==> config.mk <==
export PLATFORM = sky130hd
export DESIGN_NAME = spn64_round
export DESIGN_NICKNAME = d
export VERILOG_FILES = /design/src/hdl/assert_macros.svh /design/src/hdl/spn64_pkg.sv /design/src/hdl/spn64_round.sv
export SDC_FILE = /design/constraint.sdc
export NUM_CORES = 1
export LEC_CHECK = 0
export BUFFER_PORTS_ARGS = -buffer_cell sky130_fd_sc_hd__buf_4
export CAP_MARGIN = 10
export CORE_ASPECT_RATIO = 0.9
export CORE_MARGIN = 2
export CORE_UTILIZATION = 60
export DETAILED_ROUTE_END_ITERATION = 6
export PLACE_DENSITY = 0.95
export RECOVER_POWER = 100
export SLEW_MARGIN = 20
export SYNTH_ARGS = -nofsm -noshare
export SYNTH_HDL_FRONTEND = slang
export SYNTH_SLANG_ARGS = --single-unit
==> constraint.sdc <==
create_clock -name vclk -period 3.19
set_input_delay 0.1595 -clock vclk [all_inputs]
set_output_delay 0.1595 -clock vclk [all_outputs]
set_load 0.02 [all_outputs]
==> src/hdl/assert_macros.svh <==
// assertion macros used by the spn64 cipher rtl
// expects clk and rst in the scope of each use
`ifndef ASSERT_MACROS_SVH
`define ASSERT_MACROS_SVH

// same-cycle implication
`define ASSERT_IMPL(label, ante, cons) \
  label: assert property (@(posedge clk) disable iff (rst) (ante) |-> (cons)) \
    else $error("same-cycle check failed");

// next-cycle implication
`define ASSERT_NEXT(label, ante, cons) \
  label: assert property (@(posedge clk) disable iff (rst) (ante) |=> (cons)) \
    else $error("next-cycle check failed");

`endif

==> src/hdl/spn64_pkg.sv <==
// types, constants and cipher functions for the spn64 block cipher
// no dependencies
package spn64_pkg;

  localparam int BLOCK_W   = 64;
  localparam int NIBBLES   = BLOCK_W / 4;
  localparam int ROUNDS    = 4;
  localparam int NUM_KEYS  = ROUNDS + 1;
  localparam int CFG_IDX_W = 3;

  localparam logic [CFG_IDX_W-1:0] CFG_KEY_FIRST    = 3'd0;
  localparam logic [CFG_IDX_W-1:0] CFG_KEY_LAST     = 3'd1;
  localparam logic [CFG_IDX_W-1:0] CFG_CHAIN_IV     = 3'd2;
  localparam logic [CFG_IDX_W-1:0] CFG_DECRYPT      = 3'd3;
  localparam logic [CFG_IDX_W-1:0] CFG_CHAIN_ENABLE = 3'd4;

  localparam logic [BLOCK_W-1:0] CHAIN_IV_RESET = 64'd22220012;

  typedef logic [BLOCK_W-1:0] block_t;
  typedef logic [NUM_KEYS-1:0][BLOCK_W-1:0] rkeys_t;

  typedef struct packed {
    block_t chain_iv;
    logic   decrypt;
    logic   chain_enable;
  } mode_t;

  function automatic logic [3:0] sbox_fwd(input logic [3:0] n);
    logic [3:0] r;
    case (n)
      4'h0: r = 4'd14;
      4'h1: r = 4'd4;
      4'h2: r = 4'd13;
      4'h3: r = 4'd1;
      4'h4: r = 4'd2;
      4'h5: r = 4'd15;
      4'h6: r = 4'd11;
      4'h7: r = 4'd8;
      4'h8: r = 4'd3;
      4'h9: r = 4'd10;
      4'ha: r = 4'd6;
      4'hb: r = 4'd12;
      4'hc: r = 4'd5;
      4'hd: r = 4'd9;
      4'he: r = 4'd0;
      4'hf: r = 4'd7;
      default: r = 4'd0;
    endcase
    return r;
  endfunction

  function automatic logic [3:0] sbox_inv(input logic [3:0] n);
    logic [3:0] r;
    case (n)
      4'h0: r = 4'd14;
      4'h1: r = 4'd3;
      4'h2: r = 4'd4;
      4'h3: r = 4'd8;
      4'h4: r = 4'd1;
      4'h5: r = 4'd12;
      4'h6: r = 4'd10;
      4'h7: r = 4'd15;
      4'h8: r = 4'd7;
      4'h9: r = 4'd13;
      4'ha: r = 4'd9;
      4'hb: r = 4'd6;
      4'hc: r = 4'd11;
      4'hd: r = 4'd2;
      4'he: r = 4'd0;
      4'hf: r = 4'd5;
      default: r = 4'd0;
    endcase
    return r;
  endfunction

  function automatic block_t subst(input block_t x, input logic inv);
    block_t r;
    r = '0;
    for (int n = 0; n < NIBBLES; n++) begin
      r[4*n +: 4] = inv ? sbox_inv(x[4*n +: 4]) : sbox_fwd(x[4*n +: 4]);
    end
    return r;
  endfunction

  // bit i takes bit {i[1:0], i[5:2]} forward, {i[3:0], i[5:4]} inverse
  function automatic block_t permute(input block_t x, input logic inv);
    block_t     r;
    logic [5:0] ib;
    logic [5:0] src;
    r = '0;
    for (int i = 0; i < BLOCK_W; i++) begin
      ib     = 6'(i);
      src    = inv ? {ib[3:0], ib[5:4]} : {ib[1:0], ib[5:2]};
      r[i]   = x[src];
    end
    return r;
  endfunction

endpackage

==> src/hdl/spn64_round.sv <==
// one cipher round: key mix, nibble substitution, optional bit permutation
// depends on spn64_pkg
module spn64_round (
  input  spn64_pkg::block_t x_in,
  input  spn64_pkg::block_t rkey,
  input  logic              decrypt,
  input  logic              perm_en,
  output spn64_pkg::block_t x_out
);

  spn64_pkg::block_t sub;

  assign sub   = spn64_pkg::subst(x_in ^ rkey, decrypt);
  assign x_out = perm_en ? spn64_pkg::permute(sub, decrypt) : sub;

endmodule

After elaboration in Yosys (flattened, before gate mapping)

Memories as Yosys holds them, arrays and structs flattened.
Index checks and enable logic that the tools add are counted.

Register bits: 0
Bits in latches: 0
Bits in writable memories: 0
Memory bits (read-only): 2048
Input port bits: 130
Output and inout bits: 64
Logic and storage cells: 290
Memories kept: 32

Memory list:

| memory           | words | width | read ports | clocked after Yosys merged registers in | wr ports | line            | text |
|---|---|---|---|---|---|---|---|
| (no name shown)  | 16    | 4     | 1          | 0                                       | 0        | spn64_pkg.sv:54 | `case (n)` |
| (no name shown)  | 16    | 4     | 1          | 0                                       | 0        | spn64_pkg.sv:30 | `case (n)` |
| (no name shown)  | 16    | 4     | 1          | 0                                       | 0        | spn64_pkg.sv:54 |  |
| (no name shown)  | 16    | 4     | 1          | 0                                       | 0        | spn64_pkg.sv:30 |  |
| (no name shown)  | 16    | 4     | 1          | 0                                       | 0        | spn64_pkg.sv:54 |  |
| (no name shown)  | 16    | 4     | 1          | 0                                       | 0        | spn64_pkg.sv:30 |  |
| 26 more memories | n/a   | n/a   | n/a        | n/a                                     | n/a      | n/a             |  |

Add/subtract/negate cells: 0
Multipliers: 0
Div/mod/pow operators: 0
Order comparisons: 60
Eq/ne operators: 0
Shift operators: 0
Mux-type cells: 197
Bitwise gates (word level): 1
Reductions and logical operators: 0

Operators by type and width:

| kind                 | count |
|---|---|
| $bmux W1 S6          | 60 |
| $lt A6 B7 Y1 const B | 46 |
| $mux W6              | 32 |
| $mux W4              | 24 |
| $mux W5              | 16 |
| $lt A5 B7 Y1 const B | 11 |
| $xor A64 B64 Y64     | 1 |
| $mux W63             | 1 |
| $mux W1              | 60 |
| $lt A4 B7 Y1 const B | 2 |
| $mux W3              | 4 |
| $lt A3 B7 Y1 const B | 1 |

Logic depth before layout (Yosys ltp)

An unclocked memory read counts as a cell.

Depth in word-level cells: 6
Gate-level depth with buffers: 8
Gate-level depth less buffers: 8

Worst setup path before layout

Ideal clock, no wire load.

Path type: input-to-output
Start: input rkey[28]
End: output x_out[28]
Data arrival time: 2.019 ns
Data required time: 3.030 ns
Setup slack: 1.011 ns
Stages on the path: 7
Path buffers: 0
Path through: xnor2_1 -> inv_1 -> ha_1 -> mux2_4 -> a32o_1 -> or3b_1 -> a21boi_1

Word-level cells in the longest chain between the ends: 6
Elaborated cells between the ends (all ways): 7
Classes of those cells: mux: 4; bitwise: 1; memory: 2

RTL lines:

| item                              | line              | text |
|---|---|---|
| start, declared                   | spn64_round.sv:5  | `input spn64_pkg::block_t rkey,` |
| $xor A64 B64 Y64 (*)              | spn64_round.sv:13 | `assign sub = spn64_pkg::subst(x_in ^ rkey, decrypt);` |
| $mem_v2 Z16 W4 (on tied branches) | n/a               |  |
| $mux W4 (*)                       | spn64_pkg.sv:80   | `r[4*n +: 4] = inv ? sbox_inv(x[4*n +: 4]) : sbox_fwd(x[4*n +: 4]);` |
| $bmux W1 S6                       | spn64_pkg.sv:94   | `r[i] = x[src];` |
| $mux W1 (implied by the code)     | spn64_pkg.sv:94   |  |
| $mux W63 (*)                      | spn64_round.sv:14 | `assign x_out = perm_en ? spn64_pkg::permute(sub, decrypt) : sub;` |
| end, declared                     | spn64_round.sv:8  | `output spn64_pkg::block_t x_out` |

Every way passes the cells marked *; elsewhere a longest branch is shown, timed or not. The select of a mux whose other input is x is not followed.

Final worst setup path

Start: input rkey[44]
End: output x_out[44]

Same word-level chain as after synthesis.

==> impl_metrics.json <==
{
  "hold_violations": 0,
  "synth.area.top_cells": "ha_1 (14%), xnor2_1 (7.8%), nor2_1 (6.7%), nand2_1 (6.4%), xor2_1 (6.3%)",
  "multi_input_area_um2": 6220,
  "rows": 36,
  "route.detailed.drc": 1,
  "die_w_um": 114,
  "start_util_pct": 61.2,
  "finalSetupTns_ns": 0,
  "tightestPinTransition_ns": 1.27,
  "synthCells": 979,
  "cp_max_fo": 8,
  "crit_path_max_incr_delay_ns": 0.86,
  "grt_usage_pct": 34.2,
  "yosysSeqAreaShare_pct": 0,
  "synth_nets": 1185,
  "p_leak_nw": 3.38,
  "clock_buffer_count": 0,
  "layout_worst_path_cycle_share_pct": 91.8,
  "holdCritPathClass": "input port to primary output",
  "antennaDiodeCount": 0,
  "seqCellArea_um2": 0,
  "crit_start": "rkey[44]",
  "grt_max_degree": 75,
  "worst_setup_path_start_kind": "input port",
  "vdd_drop_max_mv": 0.174,
  "drtAntennaViolNets": 0,
  "syn_to_final_growth_pct": 21.0,
  "synthesis.area_um2": 6590,
  "dp.cells": 1287,
  "synth_cell_types": 68,
  "slew_violations": 0,
  "antenna_found_initial": 0,
  "crit_slowest_cell": "a2111oi_0",
  "vias_per_cell": 6.54,
  "min_from": "decrypt",
  "status": "complete, but fails checks",
  "critPathKind": "input port to primary output",
  "routedWlPerCell_um": 16.4,
  "synth_top_area_share_pct": 14.4,
  "placed_cell_area_um2": 8200,
  "fin_area_um2": 7970,
  "nets": 1362,
  "cts_setup_buffers": 0,
  "final_common_cell": "buf_4",
  "avgSynthCellArea_um2": 6.73,
  "setup_viol": 0,
  "holdWs_ns": 0.892,
  "hold_depth": 4,
  "boundaryPins": 194,
  "rsz0062_at_grt": "no",
  "arrival_ns": 2.77,
  "required_ns": 3.03,
  "critPathCaptureType": "primary output",
  "relSlewSlack_pct": 15.3,
  "fmax_mhz": 341,
  "final_cell_count_no_fill": 1287,
  "core_area_um2": 10800,
  "yosys_warnings": 0,
  "firstDrtPassIters": 7,
  "die_h_um": 103,
  "numPortBuffers": 194,
  "final_cell_mix": "buf_4 (159), nor2_1 (117), nand2_1 (113)",
  "whs_endpoint": "x_out[15]",
  "fill_cells": 950,
  "fin_crit_ns": 2.93,
  "total_power_w": 0.00217,
  "drive_above_1_share_pct": 15.7,
  "first_iter_violations": 1024,
  "grt_first_pass_wirelength_mm": 34.4,
  "cts_hold_buf": 0,
  "p_per_area_nw_per_um2": 273,
  "drv_cap": 0,
  "yosysTopAreaCell": "ha_1",
  "nFlopsAndLatches": 0,
  "gr-total-overflow": 0,
  "grt_pass1_vias": 7582,
  "die_area_um2": 11800,
  "wl_mm": 21.1,
  "cts.repair.resized": 0,
  "crit_chain": "buf_4 > xnor2_1 > inv_1 > ha_1 > a2111oi_0 > a2111oi_0 > a31oi_1 > buf_4",
  "vias": 8417,
  "finalWeightedCongestion": 1.00,
  "violations": "DRC",
  "hpwl_mm": 16.7
}
[per-layer routing]
layer	vias up	wire, um	track usage (%)
li1	4052	-	-
met1	3824	8840	45.5
met2	470	9800	59.1
met3	71	1790	2.62
met4	0	675	11.2
met5	-	0	0
[where the power goes]
part | switching [W] | internal [W] | leakage [nW]
registers | 0 | 0 | 0
logic | 0.00136 | 0.000817 | 3.38
clock network | 0 | 0 | 0
[cells in the mapped netlist (12+ instances only)]
master     count
a32oi_1       16
mux2i_1       35
a2111oi_0     26
nor4_1        15
buf_2         13
inv_1         40
ha_1          76
o211ai_1      20
and2_1        12
nor3_1        23
a21oi_1       47
o22ai_1       16
xor2_1        47
nand3_1       32
xnor2_1       59
a31oi_1       43
mux2_2        12
clkbuf_1      24
nand2_1      113
o21ai_0       52
nor2_1       117
[cell type report]
type,instances,area share (%)
multi-input cells,893,78.1
inverters,43,2.03
well taps,133,2.09
repair buffers,218,17.8
[worst max path at each step]
stage               cells after the start  slack, ns        end
finish                                  8       0.26  x_out[44]
global route                            8       0.19  x_out[11]
CTS                                     9       0.52  x_out[28]
detailed placement                      9       0.53  x_out[28]
global placement                        9       0.58  x_out[28]
floorplan                               7       1.01  x_out[28]
[per-stage QoR]
step                utilization [%]  setup WS [ns]
floorplan                         -           1.01
global placement               76.2          0.585
detailed placement             76.2          0.530
CTS                            76.2          0.521
global route                   74.0          0.189
finish                         74.0          0.261
[kinds of logic after synthesis]
| logic type | share of synthesized area (%) |
|---|---|
| simple gates | 22.5 |
| buf+inv | 5.26 |
| mux | 7.94 |
| fa+ha+maj | 14.4 |
| xor+xnor | 16.3 |
| compound gates | 33.5 |
[critical path: cells and delay by family]
family          cells  cell delay [ns]
compound gates      3             1.26
xor+xnor            1             0.46
fa+ha+maj           1             0.31
buf+inv             3             0.57
No activity file was read; power rests on OpenSTA's default activity.
