[src/hdl/assert_macros.svh]
// assertion macros used by the spn64 cipher rtl
// expects clk and rst in the scope of each use
`ifndef ASSERT_MACROS_SVH
`define ASSERT_MACROS_SVH

// same-cycle implication
`define ASSERT_IMPL(label, ante, cons) \
  label: assert property (@(posedge clk) disable iff (rst) (ante) |-> (cons)) \
    else $error("same-cycle check failed");

// next-cycle implication
`define ASSERT_NEXT(label, ante, cons) \
  label: assert property (@(posedge clk) disable iff (rst) (ante) |=> (cons)) \
    else $error("next-cycle check failed");

`endif

[src/hdl/spn64_pkg.sv]
// types, constants and cipher functions for the spn64 block cipher
// no dependencies
package spn64_pkg;

  localparam int BLOCK_W   = 64;
  localparam int NIBBLES   = BLOCK_W / 4;
  localparam int ROUNDS    = 4;
  localparam int NUM_KEYS  = ROUNDS + 1;
  localparam int CFG_IDX_W = 3;

  localparam logic [CFG_IDX_W-1:0] CFG_KEY_FIRST    = 3'd0;
  localparam logic [CFG_IDX_W-1:0] CFG_KEY_LAST     = 3'd1;
  localparam logic [CFG_IDX_W-1:0] CFG_CHAIN_IV     = 3'd2;
  localparam logic [CFG_IDX_W-1:0] CFG_DECRYPT      = 3'd3;
  localparam logic [CFG_IDX_W-1:0] CFG_CHAIN_ENABLE = 3'd4;

  localparam logic [BLOCK_W-1:0] CHAIN_IV_RESET = 64'd22220012;

  typedef logic [BLOCK_W-1:0] block_t;
  typedef logic [NUM_KEYS-1:0][BLOCK_W-1:0] rkeys_t;

  typedef struct packed {
    block_t chain_iv;
    logic   decrypt;
    logic   chain_enable;
  } mode_t;

  function automatic logic [3:0] sbox_fwd(input logic [3:0] n);
    logic [3:0] r;
    case (n)
      4'h0: r = 4'd14;
      4'h1: r = 4'd4;
      4'h2: r = 4'd13;
      4'h3: r = 4'd1;
      4'h4: r = 4'd2;
      4'h5: r = 4'd15;
      4'h6: r = 4'd11;
      4'h7: r = 4'd8;
      4'h8: r = 4'd3;
      4'h9: r = 4'd10;
      4'ha: r = 4'd6;
      4'hb: r = 4'd12;
      4'hc: r = 4'd5;
      4'hd: r = 4'd9;
      4'he: r = 4'd0;
      4'hf: r = 4'd7;
      default: r = 4'd0;
    endcase
    return r;
  endfunction

  function automatic logic [3:0] sbox_inv(input logic [3:0] n);
    logic [3:0] r;
    case (n)
      4'h0: r = 4'd14;
      4'h1: r = 4'd3;
      4'h2: r = 4'd4;
      4'h3: r = 4'd8;
      4'h4: r = 4'd1;
      4'h5: r = 4'd12;
      4'h6: r = 4'd10;
      4'h7: r = 4'd15;
      4'h8: r = 4'd7;
      4'h9: r = 4'd13;
      4'ha: r = 4'd9;
      4'hb: r = 4'd6;
      4'hc: r = 4'd11;
      4'hd: r = 4'd2;
      4'he: r = 4'd0;
      4'hf: r = 4'd5;
      default: r = 4'd0;
    endcase
    return r;
  endfunction

  function automatic block_t subst(input block_t x, input logic inv);
    block_t r;
    r = '0;
    for (int n = 0; n < NIBBLES; n++) begin
      r[4*n +: 4] = inv ? sbox_inv(x[4*n +: 4]) : sbox_fwd(x[4*n +: 4]);
    end
    return r;
  endfunction

  // bit i takes bit {i[1:0], i[5:2]} forward, {i[3:0], i[5:4]} inverse
  function automatic block_t permute(input block_t x, input logic inv);
    block_t     r;
    logic [5:0] ib;
    logic [5:0] src;
    r = '0;
    for (int i = 0; i < BLOCK_W; i++) begin
      ib     = 6'(i);
      src    = inv ? {ib[3:0], ib[5:4]} : {ib[1:0], ib[5:2]};
      r[i]   = x[src];
    end
    return r;
  endfunction

endpackage

[src/hdl/spn64_cfg.sv]
// configuration registers and round key schedule of the spn64 cipher
// depends on spn64_pkg
module spn64_cfg (
  input  logic                            clk,
  input  logic                            rst,
  input  logic                            cfg_write,
  input  logic [spn64_pkg::CFG_IDX_W-1:0] cfg_index,
  input  logic [spn64_pkg::BLOCK_W-1:0]   cfg_data,
  output spn64_pkg::mode_t                mode,
  output spn64_pkg::rkeys_t               rkeys
);

  spn64_pkg::block_t key_first;
  spn64_pkg::block_t key_last;
  spn64_pkg::block_t chain_iv;
  logic              decrypt;
  logic              chain_enable;

  spn64_pkg::block_t k1;
  spn64_pkg::block_t k2;
  spn64_pkg::block_t k3;

  always_ff @(posedge clk) begin
    if (rst) begin
      key_first    <= '0;
      key_last     <= '0;
      chain_iv     <= spn64_pkg::CHAIN_IV_RESET;
      decrypt      <= 1'b0;
      chain_enable <= 1'b1;
    end else if (cfg_write) begin
      case (cfg_index)
        spn64_pkg::CFG_KEY_FIRST:    key_first    <= cfg_data;
        spn64_pkg::CFG_KEY_LAST:     key_last     <= cfg_data;
        spn64_pkg::CFG_CHAIN_IV:     chain_iv     <= cfg_data;
        spn64_pkg::CFG_DECRYPT:      decrypt      <= cfg_data[0];
        spn64_pkg::CFG_CHAIN_ENABLE: chain_enable <= cfg_data[0];
        default: ;
      endcase
    end
  end

  // middle keys spliced from the two configured words
  assign k1 = {key_first[47:0], 16'h0} ^ {48'h0, key_last[63:48]};
  assign k2 = {key_first[31:0], 32'h0} ^ {32'h0, key_last[63:32]};
  assign k3 = {key_first[15:0], 48'h0} ^ {16'h0, key_last[63:16]};

  always_comb begin
    if (decrypt) begin
      rkeys[0] = key_last;
      rkeys[1] = spn64_pkg::permute(k3, 1'b1);
      rkeys[2] = spn64_pkg::permute(k2, 1'b1);
      rkeys[3] = spn64_pkg::permute(k1, 1'b1);
      rkeys[4] = key_first;
    end else begin
      rkeys[0] = key_first;
      rkeys[1] = k1;
      rkeys[2] = k2;
      rkeys[3] = k3;
      rkeys[4] = key_last;
    end
  end

  assign mode.chain_iv     = chain_iv;
  assign mode.decrypt      = decrypt;
  assign mode.chain_enable = chain_enable;

endmodule

[config.mk]
export PLATFORM = sky130hd
export DESIGN_NAME = spn64_cfg
export DESIGN_NICKNAME = d
export VERILOG_FILES = /design/src/hdl/assert_macros.svh /design/src/hdl/spn64_pkg.sv /design/src/hdl/spn64_cfg.sv
export SDC_FILE = /design/constraint.sdc
export NUM_CORES = 1
export LEC_CHECK = 0
export BUFFER_PORTS_ARGS = -buffer_cell sky130_fd_sc_hd__buf_4
export CAP_MARGIN = 20
export CORE_AREA = 2 2 176 178
export CTS_CLUSTER_DIAMETER = 60
export DETAILED_ROUTE_END_ITERATION = 10
export DIE_AREA = 0 0 178 180
export PLACE_DENSITY = 0.61
export SLEW_MARGIN = 20
export SYNTH_ARGS = -nofsm -noshare
export SYNTH_HDL_FRONTEND = slang
export SYNTH_SLANG_ARGS = --single-unit
[constraint.sdc]
create_clock -name clk -period 1.3 [get_ports clk]
set_input_delay 0.195 -clock clk [delete_from_list [all_inputs] [get_ports clk]]
set_output_delay 0.195 -clock clk [all_outputs]
set_load 0.05 [all_outputs]
Word level (Yosys, flattened, before mapping)
Cells that the tools add are included.
{"block": "classes", "add_sub_neg": 0, "mul": 0, "div": 0, "magnitude_cmp": 0, "n_eq_ne": 4, "shifts": 0, "mux": 1, "bitwise_logic": 3, "n_reduce_logical": 6}
{"operator": "two-way mux 320 bit", "n": 1}
{"operator": "XOR 64 x 16 -> 64 bit", "n": 1}
{"operator": "XOR 64 x 32 -> 64 bit", "n": 1}
{"operator": "XOR 64 x 48 -> 64 bit", "n": 1}
{"operator": "AND reduction 2 bit", "n": 5}
{"operator": "equality test 3 x 2 -> 1 bit, second input constant", "n": 2}
{"operator": "equality test 3 x 1 -> 1 bit, second input constant", "n": 1}
{"operator": "equality test 3 bit, second input constant", "n": 1}
{"operator": "zero test 3 bit", "n": 1}
{"block": "word_totals", "reg_bits": 194, "latchBits": 0, "ram_bits": 0, "mem_bits_ro": 0, "input_bits": 70, "out_inout_bits": 386, "word_cells": 19, "n_memories": 0}

Depth between registers and ports, before layout
Gate-level depths: netlist of run 1.
{"block": "logic_depth", "word_depth": 2, "mapped_depth": 5, "mapped_depth_nobuf": 2}

Least setup slack after synthesis of run 1
Ideal clock, no wire load.
{"block": "synth_timing", "path_kind": "register to output", "start": "register decrypt", "end": "output port rkeys[56] (netlist name)", "arrival_time_ns": 1.942, "required_time_ns": 1.105, "setup_slack_ns": -0.837, "path_stages_with_launch": 5, "n_path_buf": 3, "cell_sequence": "dfxtp_1 buf_2 clkbuf_1 clkbuf_1 o21ai_0"}
{"item": "from (decl)", "line": "spn64_cfg.sv:16", "rtl": "logic decrypt;"}
{"item": "from (signal assigned)", "line": "spn64_cfg.sv:35", "rtl": "spn64_pkg::CFG_DECRYPT: decrypt <= cfg_data[0];"}
{"item": "to (decl)", "line": "spn64_cfg.sv:10", "rtl": "output spn64_pkg::rkeys_t rkeys"}

==> summary.md, run 1 <==
| Metric | Value |
|---|---|
| Final setup viols | 319 |
| DRT iter0 DRCs | about 520 |
| Arrival time at the worst endpoint | around 1.8 ns |
| Worst setup SP type | flip-flop |
| Total GRT Usage | approximately a third |
| Netlist cell types | 18 |
| RD Place Congestion | approximately 0.9 |
| Detailed placement HPWL | between 40 and 50 mm |
| Fin. max-slew vios | 0 |
| Pin count of the biggest net entering global routing | 54 |
| CP endpoint kind | output port |
| Pwr Total | around 15 mW |
| Drt first pass iters | 5 |
| P per Cell Area | ~750 nW/um2 |
| DR vias/cell | 4.92 |
| MaxCap Viol Count | 0 |
| Drt wl/cell | approximately 23 um |
| Die H | between 150 and 200 um |
| Worst Path Max Fanout | 39 |
| Number of failing hold endpoints at the final stage | 0 |
| FF-to-FF path depth | 2 |
| Layout fillers | roughly 2600 |
| PortBufs | ~460 |
| First-pass GRT wire length | approximately 75 mm |
| Hold WC Path Type | in -> reg |
| Clk buf depth | 2 |
| Worst vdd ir | approximately 840 uV |
| Register area | around 3900 um2 |
| Drc violations | 0 |
| Area of the multi-input gates | 8450 um2 |
| Final ANT Viol Nets | 0 |
| Yosys top cell by area | dfxtp_1 |
| Clock latency at the later pin of the worst-skew pair | 0.44 ns |
| Share of layout cells above drive strength 1 | 58.2% |
| Yosys warnings | 0 |
| Total core area | between 30000 and 40000 um2 |
| Syn Nets | between 1000 and 1500 |
| #FFs+latches synth | just under 200 |
| Hold WS | between 0.015 and 0.02 ns |
| Clk_skew | 0 ns |
| TritonCTS clock tree | yes |
| Syn Inst Count | roughly 1300 |
| Total CTS buffers | 17 |
| Remaining Overflow, GRT | 0 |
| Total die area | approximately 32000 um2 |
| Syn_area_per_cell | around 7.8 um2 |
| Leakage | a little over 10 nW |
| I/O Pins | ~460 |
| Total routed wirelength | 51.7 mm |
| Violated checks | setup timing |
| Crit Path Class | reg -> out |
| CTS Sinks | slightly below 200 |
| Highest Clock Rate | just over 0.5 GHz |
| Vias in the first global route | 11300 |
| Core Rows | 64 |
| Layout area overhead | 89.8% |
| Initial antenna violation count | 0 |
| Outcome | finished with violations |
| RSZ-0062 raised after global routing | yes |
| Period utilisation layout | 151% |
| Synthesized area | approximately 10000 um2 |
| Seq/Total Area, Yosys | between 30% and 40% |
| Final min period | slightly below 2 ns |
| Starting Density | between 30% and 40% |
| Dpl ws | -0.310 ns |
| CTS root buffer | clkbuf_16 |
| Die width | roughly 180 um |
| Hold path cells | 3 |
| Worst slew margin | 78.4% |
| Vias | ~11000 |
| Slew @ Worst Pin | 0.324 ns |
| Antenna cell count | 0 |
| Number of H-tree levels | 4 |
| Nets | 1944 |
| Yosys top cell area share | a little under two fifths |
| Final critical-path setup slack | -0.660 ns |
| Worst-path clk slew | approximately 0.07 ns |
| Top post-synthesis cells by area | dfxtp_1 (37%), nand2b_1 (21%), mux2i_1 (19%) |
| Worst endpoint required time | ~1.1 ns |
## Yosys cell counts (all sizes together)
cell     instances
or4b             1
inv             32
nand2          412
nor4b            1
o21ai           32
buf             29
dfxtp          194
and4bb           1
nand4bb          2
nand4b           1
nor2            26
nand2b         341
mux2i          194
nor4bb           1
clkbuf          58
## cell usage in the layout, fill, tap and decap left out, types with 23 or more instances in the layout
cell type / count
buf_12: 41
buf_4: 385
buf_6: 122
buf_8: 65
dfxtp_1: 193
inv_1: 32
mux2i_1: 194
nand2_1: 77
nand2_2: 186
nand2_4: 148
nand2b_1: 260
nand2b_4: 71
nor2_1: 26
o21ai_4: 23
## area by class of cell
| class | instances | area share, % |
|---|---|---|
| Clock buffer | 22 | 2.42 |
| Sequential cell | 194 | 19.8 |
| Timing Repair Buffer | 617 | 31.3 |
| Clock inverter | 7 | 0.395 |
| Inverter | 32 | 0.611 |
| Multi-Input combinational cell | 1012 | 43.0 |
| Tap cell | 396 | 2.52 |
## flip-flops by register name, summed over array words and instances (netlist names)
signal / cells
chain_enable: 1
chain_iv: 64
decrypt: 1
key_first: 64
key_last: 64
## worst paths after layout
path / start / end / slack, ns
setup / recovery: decrypt / rkeys[295] / -0.66
hold / removal: cfg_data[3] / chain_iv[3] / 0.02
setup reg to reg: key_first[19] / key_first[19] / 0.52
hold reg to reg: chain_iv[48] / chain_iv[48] / 0.48
## stage by stage
stage	TNS (ns)	instance area, um2	utilization [%]	std cells
3_5_place_dp	-45.41	17300	57.2	2238
2_1_floorplan	-6.51	12200	-	1325
3_3_place_gp	-43.15	17300	57.2	2238
5_1_grt	-191.24	19700	65.1	2280
6_report	-173.07	19700	65.1	2280
4_1_cts	-184.81	18800	62.4	2273
## power breakdown
group | internal, mW | leakage, nW | switching [mW]
logic | 1.27 | 8.28 | 1.95
registers | 6.07 | 1.57 | 0.136
clock network | 2.79 | 0.256 | 2.49
## worst max-delay path: stages (launching register included)
cell,delay [ns]
dfxtp_4,0.43
buf_12,0.22
nand2b_2,0.22
buf_4,0.16
nand2_4,0.06
buf_4,0.19
## timing repair
item / CTS / global route
setup endpoints to repair: 318 / 320
setup buffers: 3 / 7
cloned: 2 / 1
hold endpoints to repair: 1 / 0
gates resized for setup: 242 / 182
hold buffers: 1 / 0
## per-layer routing
layer | vias to the layer above | share of wire, % | global-route usage, %
li1 | 5281 | - | -
met1 | 5431 | 42 | 40.4
met2 | 420 | 48 | 53.6
met3 | 83 | 5.8 | 6.30
met4 | 0 | 3.6 | 11.0
met5 | - | 0 | 0
## kinds of logic (layout without fill, tap and decap cells)
group	Yosys count	count (layout)	share of synthesized area (%)
AOI/OAI and AO/OA	32	32	1.55
buffers and inverters	119	678	5.04
and+or+nand+nor	786	786	37.2
DFF	194	194	37.5
muxes	194	194	18.7
Note: power is estimated with default switching activity, not from simulation.
==> inputs of run 2 (changes only) <==
--- a/config.mk
+++ b/config.mk
@@ -5,13 +5,13 @@
 export SDC_FILE = /design/constraint.sdc
 export NUM_CORES = 1
 export LEC_CHECK = 0
-export BUFFER_PORTS_ARGS = -buffer_cell sky130_fd_sc_hd__buf_4
 export CAP_MARGIN = 20
 export CORE_AREA = 2 2 176 178
 export CTS_CLUSTER_DIAMETER = 60
 export DETAILED_ROUTE_END_ITERATION = 10
 export DIE_AREA = 0 0 178 180
-export PLACE_DENSITY = 0.61
+export DONT_BUFFER_PORTS = 1
+export PLACE_DENSITY = 0.47
 export SLEW_MARGIN = 20
 export SYNTH_ARGS = -nofsm -noshare
 export SYNTH_HDL_FRONTEND = slang
==> run 2 against run 1 <==
The flow finishes with violations (hold timing, setup timing); global-route usage up 2.9 points; combinational power up 11%; clock power up 3%; final cell count up 0.57%; highest routed layer unchanged; sequential power about the same; sequential share of layout area down 3.7 points; first-iteration DRC count up 13%; clock skew unchanged; wire length up 15%.
==> summary.md, run 2 (synthesis gave the netlist of run 1 again) <==
| Metric | Value |
|---|---|
| Outcome | finished with violations |
| Violated checks | hold timing, setup timing |
| Die H | 180 um (unchanged) |
| Detailed placement HPWL | 38.7 mm (-6.5%) |
| Pin count of the biggest net entering global routing | 198 (+270%) |
| Total routed wirelength | 59.3 mm (+15%) |
| Drt wl/cell | 25.9 um (+14%) |
| Final critical-path setup slack | -0.671 ns (-0.0113 ns) |
| CTS Sinks | 194 (unchanged) |
| WHS Endpoint | chain_iv[28] |
| R2R Path Start | key_last[36] |
| Crit Path Class | reg -> out |
| Clock latency at the later pin of the worst-skew pair | 0.46 ns (+0.02 ns) |
| P per Cell Area | 631 nW/um2 (-16%) |
| CP endpoint kind | output port |
| Fin Setup TNS | -179.54 ns (-6.47 ns) |
| Clk buf depth | 2 (unchanged) |
| CTS root buffer | clkbuf_16 |
| Pwr Total | 15.3 mW (+3.8%) |
| Starting Density | 34.3% (unchanged) |
| Total GRT Usage | 34.7% (+2.9 points) |
| Vias in the first global route | 12300 (+8.7%) |
| Most common cell after layout, fill and taps aside | nand2b_1 |
| Most frequent cells in the layout | nand2b_1 (247), mux2i_1 (194), dfxtp_1 (193) |
| Initial antenna violation count | 0 (unchanged) |
| Leakage | 10.8 nW (+7.3%) |
| Number of failing hold endpoints at the final stage | 1 (+1) |
| Hold path cells | 2 (-1) |
| RD Place Congestion | 0.917 (+1.7%) |
| Nets | 1955 (+0.57%) |
| Worst vdd ir | 925 uV (+10%) |
| TritonCTS clock tree | yes |
| Worst path most repeated cell | buf_12 |
| Slowest stage delay, CP | 0.38 ns (-0.05 ns) |
| Worst setup startpoint | decrypt |
| Drt first pass iters | 5 (unchanged) |
| Hold WS | -0.00148 ns (-0.0204 ns) |
| Final setup viols | 357 (+12%) |
| Hold WC Path Type | in -> reg |
| Antenna cell count | 0 (unchanged) |
| Hold Path Origin | cfg_data[28] |
| Core Rows | 64 (unchanged) |
| Clk_skew | 0 ns (unchanged) |
| Crit path cell chain | buf_12 -> buf_16 -> buf_12 -> nand2b_4 -> buf_12 -> nand2_8 |
| Largest registers | chain_iv: 64 flops, key_first: 64 flops, key_last: 64 flops |
| Worst endpoint required time | 1.11 ns (about the same) |
| Layout area overhead | 134% |
| First-pass GRT wire length | 81.3 mm (+8.3%) |
| MaxCap Viol Count | 0 (unchanged) |
| Slew @ Worst Pin | 0.491 ns (+0.167 ns) |
| Period utilisation layout | 152% (+0.87 points) |
| Final ANT Viol Nets | 0 (unchanged) |
| Vias | 12000 (+6.9%) |
| Worst slew margin | 67.3% (-11 points) |
| Arrival time at the worst endpoint | 1.78 ns (+0.02 ns) |
| DR vias/cell | 5.23 (+6.3%) |
| Die width | 178 um (unchanged) |
| Fin. max-slew vios | 0 (unchanged) |
| I/O Pins | 456 (unchanged) |
| Worst-path clk slew | 0.08 ns (about the same) |
| Slowest-stage cell, CP | dfxtp_4 |
| Drc violations | 0 (unchanged) |
| Reg-to-reg setup timing slack | -0.19 ns (-0.71 ns) |
| Worst setup SP type | flip-flop |
| Dpl ws | -0.225 ns (+0.0849 ns) |
| DRT iter0 DRCs | 588 (+13%) |
| Share of layout cells above drive strength 1 | 52.4% (-5.8 points) |
| Number of H-tree levels | 4 (unchanged) |
| Highest Clock Rate | 0.507 GHz (-0.57%) |
| FF-to-FF path depth | 3 (+1) |
| PortBufs | 0 (-100%) |
| Reg-to-Reg End | key_last[36] |
| Remaining Overflow, GRT | 0 (unchanged) |
| Final min period | 1.97 ns (+0.0113 ns) |
| RSZ-0062 raised after global routing | yes |
| Total core area | 30200 um2 (unchanged) |
| Total die area | 32000 um2 (unchanged) |
| Total CTS buffers | 17 (unchanged) |
| Worst Path Max Fanout | 8 (-79%) |
[run 2: layer usage]
layer | global-route usage (%) | part of all wire, % | vias up
met4 | 20.8 | 6.3 | 0
met3 | 8.99 | 6.7 | 153
met2 | 57.0 | 49 | 541
met5 | 0 | 0 | -
li1 | - | - | 5330
met1 | 40.4 | 38 | 5970
[run 2: power by group]
| group | switching (mW) | internal [mW] |
|---|---|---|
| sequential | 0.172 | 6.07 |
| combinational | 2.07 | 1.50 |
| clock | 2.57 | 2.88 |
| total | 4.81 | 10.5 |
[run 2: timing repair]
item | CTS | global route
hold endpoints to repair | 194 | 2
resized for setup | 507 | 229
setup endpoints to repair | 318 | 361
buffers inserted | 22 | 23
pin swaps | 71 | 82
hold buffers | 175 | 2
gates cloned | 13 | 6
[run 2: how the worst max path moves through the flow]
stage,slack (ns),endpoint
2_1_floorplan,-0.17,rkeys[169]
3_3_place_gp,-0.23,rkeys[212]
3_5_place_dp,-0.22,rkeys[212]
4_1_cts,-0.67,rkeys[50]
5_1_grt,-0.71,rkeys[109]
6_report,-0.67,rkeys[189]
[run 2: final cells by class]
cell class | instances | area, um2
fillers | 1711 | 5990
clock buffers | 19 | 443
repair buffers | 628 | 8280
flip-flops and latches | 194 | 3890
multi-input cells | 1012 | 10800
clock inverters | 12 | 134
inverters | 32 | 120
well taps | 396 | 495
[run 2: critical path, delay by kind of cell, from the launching register on]
| family | cells | cell delay, ns |
|---|---|---|
| buf+inv | 4 | 0.63 |
| flops | 1 | 0.38 |
| simple gates | 2 | 0.29 |
[run 2: stage by stage]
stage / cell area (um2) / util (%) / hold slack, ns / std cells
finish: 24200 / 80.2 / -0.00148 / 2293
global route: 24200 / 80.2 / 0.00982 / 2293
CTS: 22700 / 75.0 / 0.000308 / 2266
detailed placement: 17000 / 56.4 / 0.370 / 2028
global placement: 17000 / 56.4 / 0.361 / 2028
floorplan: 12200 / - / 0.356 / 1325
==> inputs of run 3 (changes only) <==
--- a/config.mk
+++ b/config.mk
@@ -7,6 +7,7 @@
 export LEC_CHECK = 0
 export CAP_MARGIN = 20
 export CORE_AREA = 2 2 176 178
+export CTS_BUF_LIST = sky130_fd_sc_hd__clkbuf_4 sky130_fd_sc_hd__clkbuf_8
 export CTS_CLUSTER_DIAMETER = 60
 export DETAILED_ROUTE_END_ITERATION = 10
 export DIE_AREA = 0 0 178 180
==> run 3 against run 2 <==
The flow still finishes with violations (hold timing, setup timing); sequential share of layout area down 0.45 points; flip-flop and latch count unchanged; power down 7.0%; register-to-register slack worse by 0.09 ns; fmax down 3.8%; global-route usage up 1.6 points; worst setup slack worse by 0.078 ns; hold slack worse by 0.060 ns; clock skew unchanged; critical path type unchanged; critical endpoint is now rkeys[121].
==> summary.md, run 3 (synthesis gave the netlist of run 1 again) <==
| Metric | Value |
|---|---|
| Met2 wire len | 30.1 mm (+3.9%) |
| Dpl cells | 2028 (unchanged) |
| Total GRT Usage | 36.3% (+1.6 points) |
| Met3 wire len | 3.97 mm (about the same) |
| Worst Path Max Fanout | 7 (-1) |
| Die H | 180 um (unchanged) |
| Crit Path Class | reg -> out |
| Final ANT Viol Nets | 0 (unchanged) |
| Leakage | 11.2 nW (+3.1%) |
| Clock latency at the later pin of the worst-skew pair | 0.51 ns (+0.05 ns) |
| Hold WC Path Type | in -> reg |
| Worst endpoint required time | 1.11 ns (about the same) |
| Worst vdd ir | 600 uV (-35%) |
| Largest registers | chain_iv: 64 flops, key_first: 64 flops, key_last: 64 flops |
| Pwr Total | 14.2 mW (-7.0%) |
| Fin. max-slew vios | 0 (unchanged) |
| Clk_skew | 0 ns (unchanged) |
| DR vias/cell | 5.25 (+0.45%) |
| Total core area | 30200 um2 (unchanged) |
| Starting Density | 34.3% (unchanged) |
| Vias | 12300 (+2.6%) |
| Pin count of the biggest net entering global routing | 188 (-5.1%) |
| Met1 wire length | 23.5 mm (+4.0%) |
| Detailed placement HPWL | 38.7 mm (unchanged) |
| Remaining Overflow, GRT | 0 (unchanged) |
| Final core occ | 82.7% (+2.6 points) |
| Slew @ Worst Pin | 0.532 ns (+0.0410 ns) |
| P per Cell Area | 569 nW/um2 (-9.8%) |
| Area of the multi-input gates | 11200 um2 (+3.0%) |
| Most frequent cells in the layout | nand2b_1 (246), dlygate4sd3_1 (219), mux2i_1 (194) |
| Clk buf depth | 2 (unchanged) |
| Final setup viols | 388 (+8.7%) |
| First-pass GRT wire length | 85.3 mm (+4.9%) |
| Total die area | 32000 um2 (unchanged) |
| Number of H-tree levels | 4 (unchanged) |
| RD Place Congestion | 0.917 (unchanged) |
| Final min period | 2.05 ns (+0.0778 ns) |
| Drt wl/cell | 26.2 um (+1.1%) |
| Final critical-path setup slack | -0.749 ns (-0.0778 ns) |
| Initial antenna violation count | 1 (+1) |
| Violated checks | hold timing, setup timing |
| Vias in the first global route | 12800 (+4.0%) |
| Hold WS | -0.0619 ns (-0.0604 ns) |
| PortBufs | 0 (unchanged) |
| Number of failing hold endpoints at the final stage | 1 (unchanged) |
| Share of layout cells above drive strength 1 | 51.9% (-0.52 points) |
| Layout fillers | 1587 (-7.2%) |
| Highest Clock Rate | 0.488 GHz (-3.8%) |
| Most common cell after layout, fill and taps aside | nand2b_1 |
| I/O Pins | 456 (unchanged) |
| RSZ-0062 raised after global routing | yes |
| Nets | 2005 (+2.6%) |
| Register area | 3900 um2 (+0.32%) |
| Drc violations | 0 (unchanged) |
| Total routed wirelength | 61.3 mm (+3.3%) |
| Layout Cells excl Fill | 2343 (+2.2%) |
| Worst-path clk slew | 0.11 ns (+0.03 ns) |
| Layout area overhead | 141% |
| Arrival time at the worst endpoint | 1.85 ns (+0.07 ns) |
| Fin Setup TNS | -209.17 ns (-29.63 ns) |
| Total CTS buffers | 17 (unchanged) |
| Drt first pass iters | 4 (-1) |
| Top sig layer | met5 |
| Period utilisation layout | 158% (+6.0 points) |
| CTS root buffer | clkbuf_8 |
| DRT iter0 DRCs | 686 (+17%) |
| CTS Sinks | 194 (unchanged) |
| Worst setup SP type | flip-flop |
| Outcome | finished with violations |
| TritonCTS clock tree | yes |
| Die width | 178 um (unchanged) |
| Antenna cell count | 0 (unchanged) |
| CP endpoint kind | output port |
| Core Rows | 64 (unchanged) |
| MaxCap Viol Count | 0 (unchanged) |
| Worst slew margin | 64.4% (-2.9 points) |
run 3: cell count changes in the layout (fill, tap and decap cells not counted), sizes merged:
cell / previous run / this run
dlygate4sd3: 176 / 219
clkbuf: 24 / 21
buf: 447 / 457
run 3: worst paths after layout:
| kind | end | from | depth (start not counted) | slack, ns |
|---|---|---|---|---|
| worst max-delay path | rkeys[121] | decrypt | 7 | -0.75 |
| worst min-delay path | key_last[0] | cfg_index[0] | 2 | -0.06 |
| worst max register to register | key_last[26] | key_last[26] | 3 | -0.28 |
| worst min register to register | chain_iv[41] | chain_iv[41] | 2 | 0.48 |
run 3: routing by layer:
metal  GRT usage (%)  vias to the layer above
met3            8.46                      172
met5               0                        -
li1                -                     5429
met1            43.4                     6138
met4            17.7                        2
met2            60.6                      570
run 3: final cells by class:
class | instances | share of cell area (%)
multi-input cells | 1012 | 44.7
repair buffers | 678 | 35.6
flip-flops and latches | 194 | 15.6
well taps | 396 | 1.98
clock buffers | 19 | 1.02
clock inverters | 12 | 0.536
inverters | 32 | 0.481
run 3: worst max-delay path: stages, from the launching register on:
cell,delay [ns]
dfxtp_4,0.40
buf_12,0.16
buf_12,0.13
buf_16,0.14
buf_6,0.12
nand2b_4,0.15
buf_6,0.13
nand2_8,0.10
run 3: what timing repair did:
action / CTS / global route
pin swaps: 90 / 77
cloned: 16 / 2
hold endpoints to repair: 194 / 5
gates resized for setup: 593 / 210
hold buffers: 218 / 2
setup buffers: 26 / 34
setup endpoints to repair: 321 / 445
run 3: through the flow:
stage,cell area (um2),worst slack (ns)
after floorplan,12200,-0.170
after global routing,25000,-0.791
final,25000,-0.749
after detailed placement,17000,-0.225
after CTS,23600,-0.745
after global placement,17000,-0.230
run 3: power by group:
| part | internal [mW] | total (mW) | switching (mW) | leakage, nW |
|---|---|---|---|---|
| Clock | 1.77 | 4.22 | 2.45 | 0.184 |
| Combinational | 1.60 | 3.73 | 2.13 | 9.42 |
| Sequential | 6.07 | 6.25 | 0.181 | 1.57 |
| Total | 9.44 | 14.2 | 4.76 | 11.2 |
